$ cat src/hdl/wavhp_pkg.sv
// shared types and status codes for the wav header parser
// no dependencies; used by wavhp_parser and wav_header_parser_top
package wavhp_pkg;

  localparam logic [3:0] ST_OK            = 4'd0;
  localparam logic [3:0] ST_TOO_SMALL     = 4'd1;
  localparam logic [3:0] ST_BAD_RIFF      = 4'd2;
  localparam logic [3:0] ST_CHUNK_OUTSIDE = 4'd3;
  localparam logic [3:0] ST_BAD_FMT       = 4'd4;
  localparam logic [3:0] ST_NOT_PCM       = 4'd5;
  localparam logic [3:0] ST_MISSING       = 4'd6;
  localparam logic [3:0] ST_UNSUPPORTED   = 4'd7;
  localparam logic [3:0] ST_INCONSISTENT  = 4'd8;

  typedef struct packed {
    logic [7:0] file_byte;
    logic       last;
  } item_t;

  typedef struct packed {
    logic [3:0]  status;
    logic [1:0]  channels;
    logic [31:0] sample_rate;
    logic [31:0] data_start;
    logic [31:0] data_length;
  } result_t;

endpackage

$ cat src/hdl/wavhp_parser.sv
// parse state and per-byte update of the riff/wave chunk walk, plus final status
// depends on wavhp_pkg
module wavhp_parser (
  input  logic              clk,
  input  logic              rst,
  input  logic              step,
  input  wavhp_pkg::item_t  item,
  input  logic [31:0]       file_length,
  output wavhp_pkg::result_t parsed
);

  typedef enum logic [2:0] {
    PH_RIFF, PH_RLEN, PH_WAVE, PH_HDR, PH_FMT, PH_SKIP, PH_DONE
  } phase_t;

  localparam logic [31:0] TAG_RIFF     = 32'h5249_4646;
  localparam logic [31:0] TAG_WAVE     = 32'h5741_5645;
  localparam logic [31:0] TAG_FMT      = 32'h666D_7420;
  localparam logic [31:0] TAG_DATA     = 32'h6461_7461;
  localparam logic [33:0] RIFF_HDR_LEN = 34'd12;
  localparam logic [31:0] FMT_MIN_LEN  = 32'd16;

  phase_t      phase, phase_next;
  logic [31:0] byte_position, byte_position_next;
  logic [31:0] tag_shift, tag_shift_next;
  logic [31:0] length_accumulator, length_accumulator_next;
  logic [32:0] riff_end, riff_end_next;
  logic [31:0] chunk_start, chunk_start_next;
  logic [32:0] skip_until, skip_until_next;
  logic [7:0]  fmt_bytes [16];
  logic [7:0]  fmt_bytes_next [16];
  logic [31:0] data_start, data_start_next;
  logic [31:0] data_length, data_length_next;
  logic        seen_fmt, seen_fmt_next;
  logic        seen_data, seen_data_next;
  logic [3:0]  error_code, error_code_next;

  logic [7:0]  b;
  logic [2:0]  off;
  logic [3:0]  k;
  logic [31:0] tag_shifted;
  logic [31:0] len_shifted;
  logic [31:0] len_sel;
  logic [33:0] nxt_chunk;
  logic [33:0] nxt_sel;
  logic [34:0] nxt_end;
  logic [32:0] pos_plus1;
  logic [32:0] room;
  logic [32:0] rlen_end;
  phase_t      go_phase;
  logic [31:0] go_cs;
  logic [32:0] go_su;

  logic [3:0]  st;
  logic [15:0] ch, bits, align;
  logic [31:0] rate, brate;
  logic [33:0] rate_x;
  logic        mod_bad;

  assign b = item.file_byte;

  // shared chunk-advance logic
  always_comb begin
    off         = byte_position[2:0] - chunk_start[2:0];
    k           = byte_position[3:0] - chunk_start[3:0];
    tag_shifted = {tag_shift[23:0], b};
    len_shifted = {b, length_accumulator[31:8]};
    len_sel     = (phase == PH_HDR) ? len_shifted : length_accumulator;
    nxt_chunk   = {2'b0, chunk_start} + {2'b0, len_sel} + {33'b0, len_sel[0]};
    case (phase)
      PH_WAVE: nxt_sel = RIFF_HDR_LEN;
      PH_SKIP: nxt_sel = {1'b0, skip_until};
      default: nxt_sel = nxt_chunk;
    endcase
    nxt_end   = {1'b0, nxt_sel} + 35'd8;
    pos_plus1 = {1'b0, byte_position} + 33'd1;
    room      = riff_end - {1'b0, chunk_start};
    rlen_end  = {1'b0, len_shifted} + 33'd8;
    go_cs     = nxt_end[31:0];
    go_su     = nxt_sel[32:0];
    if (nxt_end > {2'b0, riff_end}) begin
      go_phase = PH_DONE;
    end else if (nxt_sel == {1'b0, pos_plus1}) begin
      go_phase = PH_HDR;
    end else begin
      go_phase = PH_SKIP;
    end
  end

  always_comb begin
    phase_next              = phase;
    tag_shift_next          = tag_shift;
    length_accumulator_next = length_accumulator;
    riff_end_next           = riff_end;
    chunk_start_next        = chunk_start;
    skip_until_next         = skip_until;
    fmt_bytes_next          = fmt_bytes;
    data_start_next         = data_start;
    data_length_next        = data_length;
    seen_fmt_next           = seen_fmt;
    seen_data_next          = seen_data;
    error_code_next         = error_code;
    byte_position_next      = (byte_position == '1) ? byte_position : byte_position + 32'd1;

    if (error_code == wavhp_pkg::ST_OK) begin
      unique case (phase)
        PH_RIFF: begin
          if (byte_position == 32'd0 && file_length < 32'd12) begin
            error_code_next = wavhp_pkg::ST_TOO_SMALL;
          end else begin
            tag_shift_next = tag_shifted;
            if (byte_position == 32'd3) begin
              if (tag_shifted != TAG_RIFF) begin
                error_code_next = wavhp_pkg::ST_BAD_RIFF;
              end else begin
                phase_next = PH_RLEN;
              end
            end
          end
        end
        PH_RLEN: begin
          length_accumulator_next = len_shifted;
          if (byte_position == 32'd7) begin
            if (rlen_end > {1'b0, file_length}) begin
              error_code_next = wavhp_pkg::ST_BAD_RIFF;
            end else begin
              riff_end_next = rlen_end;
              phase_next    = PH_WAVE;
            end
          end
        end
        PH_WAVE: begin
          tag_shift_next = tag_shifted;
          if (byte_position == 32'd11) begin
            if (tag_shifted != TAG_WAVE) begin
              error_code_next = wavhp_pkg::ST_BAD_RIFF;
            end else begin
              phase_next       = go_phase;
              chunk_start_next = (go_phase == PH_HDR) ? go_cs : chunk_start;
              skip_until_next  = (go_phase == PH_SKIP) ? go_su : skip_until;
            end
          end
        end
        PH_HDR: begin
          if (off < 3'd4) begin
            tag_shift_next = tag_shifted;
          end else begin
            length_accumulator_next = len_shifted;
          end
          if (off == 3'd7) begin
            if ({1'b0, len_shifted} > room) begin
              error_code_next = wavhp_pkg::ST_CHUNK_OUTSIDE;
            end else if (tag_shift == TAG_FMT) begin
              if (len_shifted < FMT_MIN_LEN) begin
                error_code_next = wavhp_pkg::ST_BAD_FMT;
              end else begin
                phase_next = PH_FMT;
              end
            end else begin
              if (tag_shift == TAG_DATA) begin
                data_start_next  = chunk_start;
                data_length_next = len_shifted;
                seen_data_next   = 1'b1;
              end
              if (nxt_sel > {1'b0, riff_end}) begin
                error_code_next = wavhp_pkg::ST_CHUNK_OUTSIDE;
              end else begin
                phase_next       = go_phase;
                chunk_start_next = (go_phase == PH_HDR) ? go_cs : chunk_start;
                skip_until_next  = (go_phase == PH_SKIP) ? go_su : skip_until;
              end
            end
          end
        end
        PH_FMT: begin
          fmt_bytes_next[k] = b;
          if (k == 4'd15) begin
            if ({fmt_bytes[1], fmt_bytes[0]} != 16'd1) begin
              error_code_next = wavhp_pkg::ST_NOT_PCM;
            end else begin
              seen_fmt_next = 1'b1;
              if (nxt_sel > {1'b0, riff_end}) begin
                error_code_next = wavhp_pkg::ST_CHUNK_OUTSIDE;
              end else begin
                phase_next       = go_phase;
                chunk_start_next = (go_phase == PH_HDR) ? go_cs : chunk_start;
                skip_until_next  = (go_phase == PH_SKIP) ? go_su : skip_until;
              end
            end
          end
        end
        PH_SKIP: begin
          if (pos_plus1 == skip_until) begin
            phase_next       = go_phase;
            chunk_start_next = (go_phase == PH_HDR) ? go_cs : chunk_start;
            skip_until_next  = (go_phase == PH_SKIP) ? go_su : skip_until;
          end
        end
        default: begin
        end
      endcase
    end
  end

  // final status from the state after this byte
  always_comb begin
    ch       = {fmt_bytes_next[3], fmt_bytes_next[2]};
    rate     = {fmt_bytes_next[7], fmt_bytes_next[6], fmt_bytes_next[5], fmt_bytes_next[4]};
    brate    = {fmt_bytes_next[11], fmt_bytes_next[10], fmt_bytes_next[9], fmt_bytes_next[8]};
    align    = {fmt_bytes_next[13], fmt_bytes_next[12]};
    bits     = {fmt_bytes_next[15], fmt_bytes_next[14]};
    rate_x   = (ch == 16'd1) ? {1'b0, rate, 1'b0} : {rate, 2'b0};
    mod_bad  = (ch == 16'd1) ? data_length_next[0] : (|data_length_next[1:0]);
    if (error_code_next != wavhp_pkg::ST_OK) begin
      st = error_code_next;
    end else if (phase_next != PH_DONE) begin
      if (phase_next == PH_RIFF || phase_next == PH_RLEN || phase_next == PH_WAVE) begin
        st = wavhp_pkg::ST_BAD_RIFF;
      end else if (phase_next == PH_FMT) begin
        st = wavhp_pkg::ST_NOT_PCM;
      end else begin
        st = wavhp_pkg::ST_CHUNK_OUTSIDE;
      end
    end else if (!(seen_fmt_next && seen_data_next)) begin
      st = wavhp_pkg::ST_MISSING;
    end else if (ch < 16'd1 || ch > 16'd2 || bits != 16'd16) begin
      st = wavhp_pkg::ST_UNSUPPORTED;
    end else if (align != {ch[14:0], 1'b0} || {2'b0, brate} != rate_x ||
                 data_length_next == 32'd0 || mod_bad) begin
      st = wavhp_pkg::ST_INCONSISTENT;
    end else begin
      st = wavhp_pkg::ST_OK;
    end
    parsed.status = st;
    if (st == wavhp_pkg::ST_OK) begin
      parsed.channels    = ch[1:0];
      parsed.sample_rate = rate;
      parsed.data_start  = data_start_next;
      parsed.data_length = data_length_next;
    end else begin
      parsed.channels    = '0;
      parsed.sample_rate = '0;
      parsed.data_start  = '0;
      parsed.data_length = '0;
    end
  end

  always_ff @(posedge clk) begin
    if (rst) begin
      phase         <= PH_RIFF;
      byte_position <= '0;
      seen_fmt      <= 1'b0;
      seen_data     <= 1'b0;
      error_code    <= wavhp_pkg::ST_OK;
    end else if (step) begin
      if (item.last) begin
        phase         <= PH_RIFF;
        byte_position <= '0;
        seen_fmt      <= 1'b0;
        seen_data     <= 1'b0;
        error_code    <= wavhp_pkg::ST_OK;
      end else begin
        phase         <= phase_next;
        byte_position <= byte_position_next;
        seen_fmt      <= seen_fmt_next;
        seen_data     <= seen_data_next;
        error_code    <= error_code_next;
      end
    end
  end

  always_ff @(posedge clk) begin
    if (step) begin
      tag_shift          <= tag_shift_next;
      length_accumulator <= length_accumulator_next;
      riff_end           <= riff_end_next;
      chunk_start        <= chunk_start_next;
      skip_until         <= skip_until_next;
      fmt_bytes          <= fmt_bytes_next;
      data_start         <= data_start_next;
      data_length        <= data_length_next;
    end
  end

  a_error_sticky: assert property (@(posedge clk) disable iff (rst)
    (error_code != wavhp_pkg::ST_OK && !(step && item.last)) |=>
      error_code == $past(error_code))
    else $error("error code changed without end of file");

  a_hdr_inside: assert property (@(posedge clk) disable iff (rst)
    (phase == PH_HDR || phase == PH_FMT) |-> {1'b0, chunk_start} <= riff_end)
    else $error("chunk payload start beyond riff end");

  a_pos_saturate: assert property (@(posedge clk) disable iff (rst)
    (byte_position == '1 && step && !item.last) |=> byte_position == '1)
    else $error("byte position wrapped");

endmodule

$ cat src/hdl/wav_header_parser_top.sv
// wav header parser top: input register, parser, result register
// depends on wavhp_pkg and wavhp_parser
// a result is registered in the result register once its last item has passed the input register and stepped the parser
// throughput: one item per cycle; the input register stalls only when a
//   last item meets a full, stalled result register
// reset clears the parse phase, byte position, chunk flags, error code and file_length
module wav_header_parser_top (
  input  logic               clk,
  input  logic               rst,
  input  logic               cfg_we,
  input  logic [31:0]        cfg_wdata,
  input  logic               item_valid,
  output logic               item_stall,
  input  wavhp_pkg::item_t   item,
  output logic               result_valid,
  input  logic               result_stall,
  output wavhp_pkg::result_t result
);

  logic               hold_valid;
  wavhp_pkg::item_t   hold_item;
  logic               go;
  logic [31:0]        file_length;
  wavhp_pkg::result_t parsed;

  assign go         = hold_valid && (!hold_item.last || !result_valid || !result_stall);
  assign item_stall = hold_valid && !go;

  wavhp_parser u_parser (
    .clk         (clk),
    .rst         (rst),
    .step        (go),
    .item        (hold_item),
    .file_length (file_length),
    .parsed      (parsed)
  );

  always_ff @(posedge clk) begin
    if (rst) begin
      hold_valid   <= 1'b0;
      result_valid <= 1'b0;
      file_length  <= '0;
    end else begin
      if (cfg_we) begin
        file_length <= cfg_wdata;
      end
      if (!hold_valid || go) begin
        hold_valid <= item_valid;
      end
      if (go && hold_item.last) begin
        result_valid <= 1'b1;
      end else if (!result_stall) begin
        result_valid <= 1'b0;
      end
    end
  end

  always_ff @(posedge clk) begin
    if (item_valid && !item_stall) begin
      hold_item <= item;
    end
    if (go && hold_item.last) begin
      result <= parsed;
    end
  end

  a_stall_needs_item: assert property (@(posedge clk) disable iff (rst)
    item_stall |-> hold_valid && hold_item.last && result_valid)
    else $error("stall without a blocked last item");

  a_error_zero_fields: assert property (@(posedge clk) disable iff (rst)
    (result_valid && result.status != wavhp_pkg::ST_OK) |->
      (result.channels == '0 && result.sample_rate == '0 &&
       result.data_start == '0 && result.data_length == '0))
    else $error("fields not cleared on error status");

  a_result_from_last: assert property (@(posedge clk) disable iff (rst)
    ($rose(result_valid)) |-> $past(go && hold_item.last))
    else $error("result without a last item");

endmodule

$ cat config.mk
export PLATFORM = sky130hd
export DESIGN_NAME = wav_header_parser_top
export DESIGN_NICKNAME = d
export VERILOG_FILES = /design/src/hdl/wavhp_pkg.sv /design/src/hdl/wavhp_parser.sv /design/src/hdl/wav_header_parser_top.sv
export SDC_FILE = /design/constraint.sdc
export NUM_CORES = 1
export LEC_CHECK = 0
export BUFFER_PORTS_ARGS = -buffer_cell sky130_fd_sc_hd__buf_4
export CORE_ASPECT_RATIO = 0.8
export CORE_MARGIN = 3
export CORE_UTILIZATION = 45
export DETAILED_ROUTE_END_ITERATION = 10
export GPL_TIMING_DRIVEN = 0
export PLACE_DENSITY = 0.66
export SYNTH_ARGS = -nofsm -noshare
export SYNTH_HDL_FRONTEND = slang
export SYNTH_HIERARCHICAL = 1
export SYNTH_SLANG_ARGS = --single-unit
export TNS_END_PERCENT = 30
$ cat constraint.sdc
create_clock -name clk -period 50.6 [get_ports clk]
set_input_delay 10.12 -clock clk [delete_from_list [all_inputs] [get_ports clk]]
set_output_delay 10.12 -clock clk [all_outputs]
set_load 0.005 [all_outputs]
==> flow_metrics.tcl <==
set metrics [dict create \
    antenna_found_initial 12 \
    clk-insertion-delay-late_ns 0.66 \
    via_count 28600 \
    cts_tree "yes" \
    drc 0 \
    dp_cells 4486 \
    fin_worst_skew_ns 0.0280 \
    tightest_slew_ns 1.37 \
    wl_met1_microns 55200 \
    rsz0062_at_grt "no" \
    start_kind "input port" \
    r2r-end "result[101]$_DFFE_PP_" \
    avgSynthCellArea_sq_um 10.5 \
    leakagePower_uw 0.0149 \
    die_area_sq_um 80600 \
    met3WireLength_microns 17100 \
    final.setup.worst_slack_ns 29.90 \
    hold_end "u_parser/tag_shift[31]$_DFFE_PP_" \
    groute.usage.overall_pct 30.4 \
    drv_slew 0 \
    outcome "complete, no violations" \
    drt-pass1-iter-count 9 \
    syn_inst 3304 \
    setup_viol 0 \
    vdd_drop_max_mv 0.0302 \
    async_reset_ff_share_pct 0 \
    tns_ns 0 \
    min_period_ns 20.70 \
    hold_buffers 0 \
    synth_common_cells "465 x edfxtp_1, 219 x inv_1, 217 x nor2_1, 200 x ha_1, 199 x nand2_1" \
    grt_start_max_net_pins 33 \
    synth_area_leaders "edfxtp_1 40%, ha_1 7.2%, mux2_2 4.3%, dfxtp_1 4.3%, xnor2_1 3.4%" \
    r2r_setup_slack_ns 39.40 \
    dr.max_layer_used "met5" \
    maxCapViolations 0 \
    r2r_cells 30 \
    crit_chain "buf_4, nand4_1, inv_1, buf_4" \
    synth-seq-cells 540 \
    synth-edff-count 465 \
    slowest_stage "nand4_1" \
    required_ns 40.48 \
    wl_per_cell_microns 27.3 \
    final_util_pct 52.0 \
    gp_congestion 1.00 \
    crit_arrival_ns 10.58 \
    post-place-ws_ns 29.90 \
    holdCritStartpoint "u_parser/tag_shift[23]$_DFFE_PP_" \
    synth_top_area_share_pct 40.2 \
    synth.distinct_cells 108 \
    clk_pin_slew_ns 0.07 \
    core-area_sq_um 75900 \
    yosysTopAreaCell "edfxtp_1" \
    ant_nets 0 \
    slew_headroom_pct 8.39 \
    fin_cells 4593 \
    met2_length_microns 49900 \
    postPlaceCellArea_sq_um 37500 \
    cp-end-kind "output port" \
    die_width_microns 317 \
    boundaryPins 150 \
    overflow 0 \
    grt_pass1_wl_microns 179000 \
    min_period_over_period_pct 40.9 \
    drive_gt1_share_pct 15.0 \
    num_rows 90 \
    post-synth-top-count-cell "edfxtp_1" \
    ctsHtreeMaxLevel 2 \
    clock-sinks 540 \
    num-nets-final 3781 \
    power_density_nw_per_um2 25.1 \
    max_stage_delay_ns 0.14 \
    yosys_warnings 6 \
    r2r_start "u_parser/phase[0]$_SDFFE_PP0P_" \
    grt_pass1_vias 26500 \
    hold_path_class "reg -> reg" \
    holdPathStages 0 \
    routed_wl_microns 125000 \
    ys.flop_type "edfxtp_1" \
    crit_top_cell "buf_4" \
    fmax_ghz 0.0483 \
    numCtsBuffers 56 \
    path_max_fanout 4 \
    cts_resized 0 \
    final_area_sq_um 39500 \
    mappedNetlistArea_sq_um 34700 \
    postCtsSetupBuffers 0 \
    yosysSeqAreaShare_pct 44.5 \
    crit_type "in -> out" \
    die_y_microns 255 \
    start_util_pct 45.8 \
    place_hpwl_microns 97000 \
    cts_root_buf "clkbuf_16" \
    area_growth_pct 13.7 \
    vias_per_cell 6.22 \
    drt_iter0_drc 3771 \
    cts.path.max_buffers 3 \
    port_buffers 147 \
    hold_viol 0 \
]
## state kept, by name, indices dropped and copies added, names as in the netlist, 9 cells and up
signal / flops
file_length: 32
hold_item: 9
result: 102
u_parser/byte_position: 32
u_parser/chunk_start: 32
u_parser/data_length: 32
u_parser/data_start: 32
u_parser/fmt_bytes: 128
u_parser/length_accumulator: 32
u_parser/riff_end: 33
u_parser/skip_until: 33
u_parser/tag_shift: 32
## worst max-delay path, delay by kind of cell
family,cells,cell delay [ns]
buf+inv,3,0.33
simple gates,1,0.14
## final cells by class
class	instances	area (sq um)
Antenna cell	4	10.0
Tap cell	1012	1270
Timing Repair Buffer	169	1450
Clock inverter	36	474
Inverter	220	826
Clock buffer	67	1480
Buffer	164	774
Multi-Input combinational cell	2381	17800
Sequential cell	540	15500
Fill cell	6780	36400
## cells in the final DEF (no fill, tap or decap), drive strengths merged, types with 82 or more instances in the layout
cell / Yosys / layout
a21oi: 163 / 163
buf: 60 / 229
clkbuf: 104 / 171
edfxtp: 465 / 465
ha: 200 / 200
inv: 219 / 220
mux2: 141 / 141
mux2i: 101 / 101
nand2: 200 / 200
nand3: 92 / 92
nand4: 84 / 84
nor2: 217 / 217
nor4: 114 / 114
nor4b: 82 / 82
o21ai: 132 / 132
xnor2: 133 / 133
## cells by family after synthesis
kind of cell               count (synthesis)  share of synthesized area, %
AOI/OAI and AO/OA                        633                          12.1
muxes                                    242                          7.54
and+or+nand+nor                         1082                          18.0
other                                      1                        0.0108
xor gates and xnor gates                 219                          5.89
adders and majority gates                203                          7.37
buffers and inverters                    384                          4.61
DFF                                      540                          44.5
## worst max path at each step
stage / start / end / slack [ns] / depth (start not counted)
global route: result_stall / item_stall / 29.86 / 4
floorplan: result_stall / u_parser/length_accumulator[0]$_DFFE_PP_ / 24.60 / 4
global placement: result_stall / u_parser/length_accumulator[10]$_DFFE_PP_ / 16.19 / 5
detailed placement: result_stall / item_stall / 29.90 / 4
finish: result_stall / item_stall / 29.90 / 4
CTS: result_stall / item_stall / 29.89 / 4
## stage by stage
step                hold slack (ns)  power [uW]
detailed placement            0.433         555
CTS                           0.446         997
global placement              0.426         557
global route                  0.451        1020
finish                        0.437         993
floorplan                     0.417         536
## power by group
| group | total (uW) | switching (uW) | internal, uW |
|---|---|---|---|
| Combinational | 49.0 | 30.3 | 18.8 |
| Clock | 446 | 191 | 255 |
| Sequential | 498 | 6.63 | 491 |
## routing by layer
metal / vias up / track usage (%)
met5: - / 0
met4: 8 / 7.43
met3: 199 / 11.8
met2: 1609 / 41.4
met1: 13800 / 44.8
li1: 13000 / -
(Power assumes the default switching activity.)
